==> src/rtl/bgpc_pkg.sv <==
// ----------------------------------------------------------------------------
// bgpc_pkg
// Shared types and constants for the biped gait phase classifier.
// ----------------------------------------------------------------------------
package bgpc_pkg;

    // default timestamp width
    localparam int TIME_BITS_DEF = 48;

    // configuration register layout
    localparam int CFG_IDX_BITS  = 8;
    localparam int CFG_DATA_BITS = 24;
    localparam logic [CFG_IDX_BITS-1:0] CFG_STRIKE_BLACKOUT = 8'd0;
    localparam logic [CFG_IDX_BITS-1:0] CFG_BREAK_BLACKOUT  = 8'd1;
    localparam logic [CFG_DATA_BITS-1:0] STRIKE_BLACKOUT_RST = 24'd95000;
    localparam logic [CFG_DATA_BITS-1:0] BREAK_BLACKOUT_RST  = 24'd800000;

    // gait phases
    localparam int PHASE_BITS = 4;
    typedef logic [PHASE_BITS-1:0] phase_t;
    localparam phase_t PH_L_STAND  = 4'd0;
    localparam phase_t PH_L_BREAK  = 4'd1;
    localparam phase_t PH_L_SWING  = 4'd2;
    localparam phase_t PH_L_STRIKE = 4'd3;
    localparam phase_t PH_R_STAND  = 4'd4;
    localparam phase_t PH_R_BREAK  = 4'd5;
    localparam phase_t PH_R_SWING  = 4'd6;
    localparam phase_t PH_R_STRIKE = 4'd7;
    localparam phase_t PH_UNKNOWN  = 4'd8;

    // odometry status codes
    typedef logic [1:0] odo_status_t;
    localparam odo_status_t ODO_ACCURATE   = 2'd0;
    localparam odo_status_t ODO_INACCURATE = 2'd1;
    localparam odo_status_t ODO_UNUSABLE   = 2'd2;

    // contact flags of one sample
    typedef struct packed {
        logic left_weak;
        logic right_weak;
        logic left_strong;
        logic right_strong;
    } contact_t;

    // outcome of one phase update
    typedef struct packed {
        phase_t phase;
        logic   started;
        logic   rec_break;
        logic   rec_strike;
        logic   switched;
        logic   bad;
    } decision_t;

endpackage

==> src/rtl/biped_gait_phase_classifier.sv <==
// ----------------------------------------------------------------------------
// biped_gait_phase_classifier
// Gait phase and odometry status from timestamped foot contact samples.
// ----------------------------------------------------------------------------
// Usage:
//   s_* channel: one beat per contact sample (timestamp plus four flags).
//   m_* channel: one beat per sample with phase, odometry status and flags.
//   cfg_* channel: writes the strike (index 0) and break (index 1) blackout
//   spans; always ready, write only while no sample is in flight.
// Flow: a sample accepted into the input register moves on into the result
//   register and is presented on m_*; one sample per cycle while m_ready is high.
// The sample sits in an input register; at the edge it moves into the
//   result register the gait state updates and both windows are checked
//   against the updated break and strike times.
// Reset: phase unknown, not started, stored times zero, spans to defaults.
// Stall: while m_ready is low the result holds; one more sample is taken
//   into the input register, then s_ready drops until the result leaves.
// ----------------------------------------------------------------------------
module biped_gait_phase_classifier #(
    parameter int TIME_BITS = bgpc_pkg::TIME_BITS_DEF
) (
    input  logic                               aclk,
    input  logic                               aresetn,
    // sample input
    input  logic                               s_valid,
    output logic                               s_ready,
    input  logic [TIME_BITS-1:0]               s_time_us,
    input  logic                               s_left_weak,
    input  logic                               s_right_weak,
    input  logic                               s_left_strong,
    input  logic                               s_right_strong,
    // result output
    output logic                               m_valid,
    input  logic                               m_ready,
    output logic [3:0]                         m_gait_phase,
    output logic [1:0]                         m_odo_status,
    output logic                               m_primary_switched,
    output logic                               m_bad_transition,
    output logic                               m_started,
    // configuration writes
    input  logic                               cfg_valid,
    output logic                               cfg_ready,
    input  logic [bgpc_pkg::CFG_IDX_BITS-1:0]  cfg_index,
    input  logic [bgpc_pkg::CFG_DATA_BITS-1:0] cfg_data
);

    // configuration registers
    logic [bgpc_pkg::CFG_DATA_BITS-1:0] strike_span_reg;
    logic [bgpc_pkg::CFG_DATA_BITS-1:0] break_span_reg;

    // input register
    logic                     in_valid_reg;
    logic [TIME_BITS-1:0]     in_time_reg;
    bgpc_pkg::contact_t       in_contact_reg;

    // gait state
    bgpc_pkg::phase_t         phase_reg;
    logic                     started_reg;
    logic [TIME_BITS-1:0]     strike_time_reg;
    logic [TIME_BITS-1:0]     break_time_reg;
    logic [TIME_BITS-1:0]     strike_time_next;
    logic [TIME_BITS-1:0]     break_time_next;

    // result register
    logic                     out_valid_reg;
    bgpc_pkg::phase_t         out_phase_reg;
    bgpc_pkg::odo_status_t    out_status_reg;
    logic                     out_switched_reg;
    logic                     out_bad_reg;
    logic                     out_started_reg;
    bgpc_pkg::odo_status_t    status_next;

    logic                     advance;
    bgpc_pkg::decision_t      decision;
    logic                     strike_active;
    logic                     break_active;

    assign cfg_ready = 1'b1;
    assign advance   = in_valid_reg && (!out_valid_reg || m_ready);
    assign s_ready   = !in_valid_reg || advance;

    // configuration write
    always_ff @(posedge aclk) begin
        if (!aresetn) begin
            strike_span_reg <= bgpc_pkg::STRIKE_BLACKOUT_RST;
            break_span_reg  <= bgpc_pkg::BREAK_BLACKOUT_RST;
        end else if (cfg_valid && cfg_ready) begin
            if (cfg_index == bgpc_pkg::CFG_STRIKE_BLACKOUT) begin
                strike_span_reg <= cfg_data;
            end else if (cfg_index == bgpc_pkg::CFG_BREAK_BLACKOUT) begin
                break_span_reg <= cfg_data;
            end
        end
    end

    // input register
    always_ff @(posedge aclk) begin
        if (!aresetn) begin
            in_valid_reg <= 1'b0;
        end else if (s_ready) begin
            in_valid_reg <= s_valid;
        end
    end

    always_ff @(posedge aclk) begin
        if (s_valid && s_ready) begin
            in_time_reg                 <= s_time_us;
            in_contact_reg.left_weak    <= s_left_weak;
            in_contact_reg.right_weak   <= s_right_weak;
            in_contact_reg.left_strong  <= s_left_strong;
            in_contact_reg.right_strong <= s_right_strong;
        end
    end

    // phase update
    bgpc_phase_next u_phase_next (
        .phase    (phase_reg),
        .started  (started_reg),
        .contact  (in_contact_reg),
        .decision (decision)
    );

    // timestamps recorded on break and strike entry
    assign break_time_next  = decision.rec_break  ? in_time_reg : break_time_reg;
    assign strike_time_next = decision.rec_strike ? in_time_reg : strike_time_reg;

    // blackout windows against the updated times
    bgpc_window #(.TIME_BITS(TIME_BITS)) u_strike_window (
        .now    (in_time_reg),
        .since  (strike_time_next),
        .span   (strike_span_reg),
        .active (strike_active)
    );

    bgpc_window #(.TIME_BITS(TIME_BITS)) u_break_window (
        .now    (in_time_reg),
        .since  (break_time_next),
        .span   (break_span_reg),
        .active (break_active)
    );

    // strike window wins over break window
    always_comb begin
        if (strike_active) begin
            status_next = bgpc_pkg::ODO_UNUSABLE;
        end else if (break_active) begin
            status_next = bgpc_pkg::ODO_INACCURATE;
        end else begin
            status_next = bgpc_pkg::ODO_ACCURATE;
        end
    end

    // gait state registers
    always_ff @(posedge aclk) begin
        if (!aresetn) begin
            phase_reg       <= bgpc_pkg::PH_UNKNOWN;
            started_reg     <= 1'b0;
            strike_time_reg <= '0;
            break_time_reg  <= '0;
        end else if (advance) begin
            phase_reg       <= decision.phase;
            started_reg     <= decision.started;
            strike_time_reg <= strike_time_next;
            break_time_reg  <= break_time_next;
        end
    end

    // result register
    always_ff @(posedge aclk) begin
        if (!aresetn) begin
            out_valid_reg <= 1'b0;
        end else if (advance) begin
            out_valid_reg <= 1'b1;
        end else if (m_ready) begin
            out_valid_reg <= 1'b0;
        end
    end

    always_ff @(posedge aclk) begin
        if (advance) begin
            out_phase_reg    <= decision.phase;
            out_status_reg   <= status_next;
            out_switched_reg <= decision.switched;
            out_bad_reg      <= decision.bad;
            out_started_reg  <= decision.started;
        end
    end

    assign m_valid            = out_valid_reg;
    assign m_gait_phase       = out_phase_reg;
    assign m_odo_status       = out_status_reg;
    assign m_primary_switched = out_switched_reg;
    assign m_bad_transition   = out_bad_reg;
    assign m_started          = out_started_reg;

`ifndef SYNTHESIS
    // once started the machine never returns to the waiting state
    a_started_sticky: assert property (@(posedge aclk) disable iff (!aresetn)
        started_reg |=> started_reg)
        else $error("started flag dropped");

    // before start the phase stays unknown
    a_unknown_until_start: assert property (@(posedge aclk) disable iff (!aresetn)
        !started_reg |-> (phase_reg == bgpc_pkg::PH_UNKNOWN))
        else $error("phase left unknown before start");

    // a primary switch always lands in a break phase and is never a bad beat
    a_switch_into_break: assert property (@(posedge aclk) disable iff (!aresetn)
        (out_valid_reg && out_switched_reg) |->
            (!out_bad_reg && ((out_phase_reg == bgpc_pkg::PH_L_BREAK) ||
                              (out_phase_reg == bgpc_pkg::PH_R_BREAK))))
        else $error("primary switch outside a break phase");

    // input side only stalls when both registers are full and output blocked
    a_stall_cause: assert property (@(posedge aclk) disable iff (!aresetn)
        !s_ready |-> (in_valid_reg && out_valid_reg && !m_ready))
        else $error("input stalled without backpressure");
`endif

endmodule

==> src/rtl/bgpc_phase_next.sv <==
// ----------------------------------------------------------------------------
// bgpc_phase_next
// Next-phase logic of the eight-phase gait machine for one contact sample.
// ----------------------------------------------------------------------------
module bgpc_phase_next (
    input  bgpc_pkg::phase_t    phase,
    input  logic                started,
    input  bgpc_pkg::contact_t  contact,
    output bgpc_pkg::decision_t decision
);

    logic lw, rw, ls, rs;

    assign lw = contact.left_weak;
    assign rw = contact.right_weak;
    assign ls = contact.left_strong;
    assign rs = contact.right_strong;

    // transition table
    always_comb begin
        decision            = '0;
        decision.phase      = phase;
        decision.started    = started;
        if (!started) begin
            // wait for both feet down
            if (lw && rw) begin
                decision.phase   = bgpc_pkg::PH_L_STAND;
                decision.started = 1'b1;
            end
        end else begin
            case (phase)
                bgpc_pkg::PH_L_STAND: begin
                    if (lw && !rs) begin
                        decision.phase     = bgpc_pkg::PH_L_BREAK;
                        decision.rec_break = 1'b1;
                    end else if (!ls && rw) begin
                        decision.phase     = bgpc_pkg::PH_R_BREAK;
                        decision.rec_break = 1'b1;
                        decision.switched  = 1'b1;
                    end else if (!(lw && rw)) begin
                        decision.bad = 1'b1;
                    end
                end
                bgpc_pkg::PH_L_BREAK: begin
                    if (lw && !rw)      decision.phase = bgpc_pkg::PH_L_SWING;
                    else if (lw && rs)  decision.phase = bgpc_pkg::PH_L_STAND;
                    else if (!lw)       decision.bad   = 1'b1;
                end
                bgpc_pkg::PH_L_SWING: begin
                    if (lw && rw) begin
                        decision.phase      = bgpc_pkg::PH_L_STRIKE;
                        decision.rec_strike = 1'b1;
                    end else if (!lw && rw) begin
                        decision.bad = 1'b1;
                    end
                end
                bgpc_pkg::PH_L_STRIKE: begin
                    if (lw && rs)  decision.phase = bgpc_pkg::PH_L_STAND;
                    else if (!lw)  decision.bad   = 1'b1;
                end
                bgpc_pkg::PH_R_STAND: begin
                    if (!ls && rw) begin
                        decision.phase     = bgpc_pkg::PH_R_BREAK;
                        decision.rec_break = 1'b1;
                    end else if (lw && !rs) begin
                        decision.phase     = bgpc_pkg::PH_L_BREAK;
                        decision.rec_break = 1'b1;
                        decision.switched  = 1'b1;
                    end else if (!(lw && rw)) begin
                        decision.bad = 1'b1;
                    end
                end
                bgpc_pkg::PH_R_BREAK: begin
                    if (!lw && rw)      decision.phase = bgpc_pkg::PH_R_SWING;
                    else if (ls && rw)  decision.phase = bgpc_pkg::PH_R_STAND;
                    else if (!rw)       decision.bad   = 1'b1;
                end
                bgpc_pkg::PH_R_SWING: begin
                    if (lw && rw) begin
                        decision.phase      = bgpc_pkg::PH_R_STRIKE;
                        decision.rec_strike = 1'b1;
                    end else if (lw && !rw) begin
                        decision.bad = 1'b1;
                    end
                end
                bgpc_pkg::PH_R_STRIKE: begin
                    if (ls && rw)  decision.phase = bgpc_pkg::PH_R_STAND;
                    else if (!rw)  decision.bad   = 1'b1;
                end
                default: begin
                    decision.bad = 1'b1;
                end
            endcase
        end
    end

endmodule

==> src/rtl/bgpc_window.sv <==
// ----------------------------------------------------------------------------
// bgpc_window
// Blackout window check: true while now lies before since plus span, or
// when now is earlier than since.
// ----------------------------------------------------------------------------
module bgpc_window #(
    parameter int TIME_BITS = bgpc_pkg::TIME_BITS_DEF
) (
    input  logic [TIME_BITS-1:0]               now,
    input  logic [TIME_BITS-1:0]               since,
    input  logic [bgpc_pkg::CFG_DATA_BITS-1:0] span,
    output logic                               active
);

    logic [TIME_BITS:0] diff;

    // borrow bit flags time going backwards
    assign diff   = {1'b0, now} - {1'b0, since};
    assign active = diff[TIME_BITS] ||
                    (diff[TIME_BITS-1:0] <
                     {{(TIME_BITS-bgpc_pkg::CFG_DATA_BITS){1'b0}}, span});

endmodule

==> config.mk <==
export PLATFORM = sky130hd
export DESIGN_NAME = biped_gait_phase_classifier
export DESIGN_NICKNAME = d
export VERILOG_FILES = /design/src/rtl/bgpc_pkg.sv /design/src/rtl/biped_gait_phase_classifier.sv /design/src/rtl/bgpc_phase_next.sv /design/src/rtl/bgpc_window.sv
export SDC_FILE = /design/constraint.sdc
export NUM_CORES = 1
export LEC_CHECK = 0
export ABC_AREA = 0
export ABC_CLOCK_PERIOD_IN_PS = 8200
export BUFFER_PORTS_ARGS = -buffer_cell sky130_fd_sc_hd__buf_2
export CAP_MARGIN = 10
export CORE_MARGIN = 2
export CORE_UTILIZATION = 50
export CTS_CLUSTER_SIZE = 40
export DETAILED_ROUTE_END_ITERATION = 8
export GPL_ROUTABILITY_DRIVEN = 0
export GPL_TIMING_DRIVEN = 0
export PLACE_DENSITY = 0.67
export SLEW_MARGIN = 15
export SYNTH_ARGS = -nofsm -noshare
export SYNTH_HDL_FRONTEND = slang
export SYNTH_HIERARCHICAL = 1
export SYNTH_SLANG_ARGS = --single-unit
==> constraint.sdc <==
create_clock -name aclk -period 8.2 [get_ports aclk]
set_input_delay 0.82 -clock aclk [delete_from_list [all_inputs] [get_ports aclk]]
set_output_delay 0.82 -clock aclk [all_outputs]
set_load 0.03 [all_outputs]
==> results_dict.tcl <==
set metrics [dict create \
    grt_pass1_vias 14900 \
    syn_area_sq_um 16600 \
    worst_slew_pin_slew_ns 1.06 \
    finalCritPeriodShare 0.947 \
    final_nets 2421 \
    synth-seq-area-share 0.293 \
    synth_fp_nets 2293 \
    ant_nets 0 \
    report.power.total_mw 3.38 \
    power.switching_mw 1.14 \
    overflow 0 \
    grt_antenna_before_repair 2 \
    power_density_nw_per_um2 183 \
    die_w_microns 186 \
    wl_per_cell_microns 19.1 \
    drv_cap 0 \
    cellLeakagePower_nw 7.24 \
    hold_viol 0 \
    htree_levels 1 \
    drv_slew 0 \
    p_int_mw 2.24 \
    ys_types 91 \
    cp.required_ns 8.60 \
    clockPowerShare 0.345 \
    grt_use_total 0.290 \
    ys_ff_latch 212 \
    worstPathArrival_ns 8.16 \
    boundaryPins 101 \
    postCtsHoldBufs 0 \
    slowest_delay_ns 0.58 \
    fp.coreArea_sq_um 32500 \
    swShare 0.337 \
    endpoint_kind "register" \
    io_buffers 99 \
    worst_slack_ns 0.433 \
    synthCells 2060 \
    vdd_ir_drop_max_v 0.000140 \
    cts_resized 0 \
    diodes 0 \
    crit_path_top_delay_cell "or4_1" \
    root_buffer "clkbuf_16" \
    worst_setup_path_start_kind "register" \
    drt_iter0_markers 1571 \
    combPwrFrac 0.308 \
    path_buf_inv 4 \
    status "complete, no violations" \
    synth_area_per_cell_sq_um 8.04 \
    die-area_sq_um 34600 \
    grt_max_degree 28 \
    crit_path_frequent_cell "nor2b_1" \
    fin_worst_skew_ns 0.0161 \
    drc 0 \
    cts.sinks 212 \
    start_util 0.509 \
    cts_tree "built" \
    cts_inserted_buffers 25 \
    postPlaceCellArea_sq_um 17600 \
    viasPerCell 6.02 \
    routed_wl_microns 50600 \
    drtPass1Iterations 6 \
    period_needed_ns 7.77 \
    stdcell_area_sq_um 18500 \
    path_clk_slew_ns 0.06 \
    synthFlopType "dfxtp_1" \
    setup_viol 0 \
    postCtsSetupRepairBufs 0 \
    rows 66 \
    area_growth_pct 11.7 \
    critPathTopFamily "simple AND/OR/NAND/NOR gates" \
    holdWs_ns 0.449 \
    async_flop_share 0 \
    grt_pass1_wl_microns 79700 \
    vias 15900 \
    pre_cts_ws_ns 0.122 \
    layout-drive-gt1-share 0.135 \
    dp_hpwl_microns 39800 \
    p_seq_frac 0.347 \
    clk_path_buf_depth 3 \
    hp-class "in2reg" \
    final_common_cell "a21oi_1" \
    clkLatencyLatePin_ns 0.54 \
    critPathKind "reg2reg" \
    rsz0062_at_grt "no" \
    mostFrequentLayoutCells "a21oi_1 (245), nor3_1 (217), inv_1 (174)" \
    n_fill_cell 3093 \
    critical_path_peak_fanout 10 \
    die_y_microns 186 \
    synth_edf_count 61 \
    fmaxAchievable_ghz 0.129 \
    yosysWarnings 6 \
    max-slew-margin-rel 0.295 \
]
-- cell usage after synthesis, drive strengths merged (30+ instances only) --
cell | instances | area share
a21oi | 247 | 0.075
buf | 33 | 0.011
clkbuf | 91 | 0.021
dfxtp | 151 | 0.18
edfxtp | 61 | 0.11
ha | 142 | 0.11
inv | 174 | 0.039
mux2 | 99 | 0.067
mux2i | 42 | 0.025
nand2 | 166 | 0.038
nand3 | 33 | 0.010
nand4 | 48 | 0.018
nor2 | 89 | 0.020
nor3 | 218 | 0.066
o21ai | 107 | 0.033
xnor2 | 31 | 0.016
xor2 | 30 | 0.016
-- cell type report --
| class | instances | area (sq um) | area share |
|---|---|---|---|
| Buffer | 124 | 532 | 0.0288 |
| Clock buffer | 35 | 693 | 0.0375 |
| Clock inverter | 9 | 151 | 0.00819 |
| Inverter | 174 | 653 | 0.0353 |
| Multi-Input combinational cell | 1550 | 10500 | 0.570 |
| Sequential cell | 212 | 4850 | 0.263 |
| Tap cell | 442 | 553 | 0.0299 |
| Timing Repair Buffer | 101 | 520 | 0.0281 |
-- metal layers --
metal	routed length, microns	vias up	GRT usage
met5	0	-	0
met4	1800	0	0.0992
met3	3780	90	0.0452
met2	21400	610	0.442
met1	23600	7496	0.417
li1	-	7737	-
-- metrics by stage --
stage / std cells / util / setup TNS, ns
after global routing: 2647 / 0.568 / 0
after CTS: 2647 / 0.568 / 0
after global placement: 2601 / 0.541 / -1.89
final: 2647 / 0.568 / 0
after floorplan: 2060 / - / 0
after detailed placement: 2603 / 0.542 / 0
-- power groups by stage --
stage | combinational, mW | clock, mW | sequential [mW]
finish | 1.04 | 1.17 | 1.17
global route | 1.15 | 1.23 | 1.18
CTS | 1.02 | 1.19 | 1.17
detailed placement | 1.01 | 0 | 1.19
global placement | 0.988 | 0 | 1.19
floorplan | 0.741 | 0 | 1.18
-- kinds of logic after synthesis --
kind of cell	Yosys count	share of synthesized area
multiplexers	141	0.0927
AO/OA/AOI/OAI	549	0.207
flip-flops	212	0.293
XOR/XNOR	61	0.0323
buffers and inverters	298	0.0712
adder cells (fa/ha/maj)	144	0.110
other	1	0.000226
AND/OR/NAND/NOR	654	0.194
-- worst paths after layout --
path / start / endpoint / slack [ns] / depth (start not counted)
hold reg to reg: strike_span_reg[7] / strike_span_reg[7] / 0.46 / 2
setup reg to reg: in_contact_reg[2] / m_odo_status[0] / 0.43 / 31
setup / recovery: in_contact_reg[2] / m_odo_status[0] / 0.43 / 31
hold / removal: s_time_us[34] / in_time_reg[34] / 0.45 / 1
(Power assumes the default switching activity.)
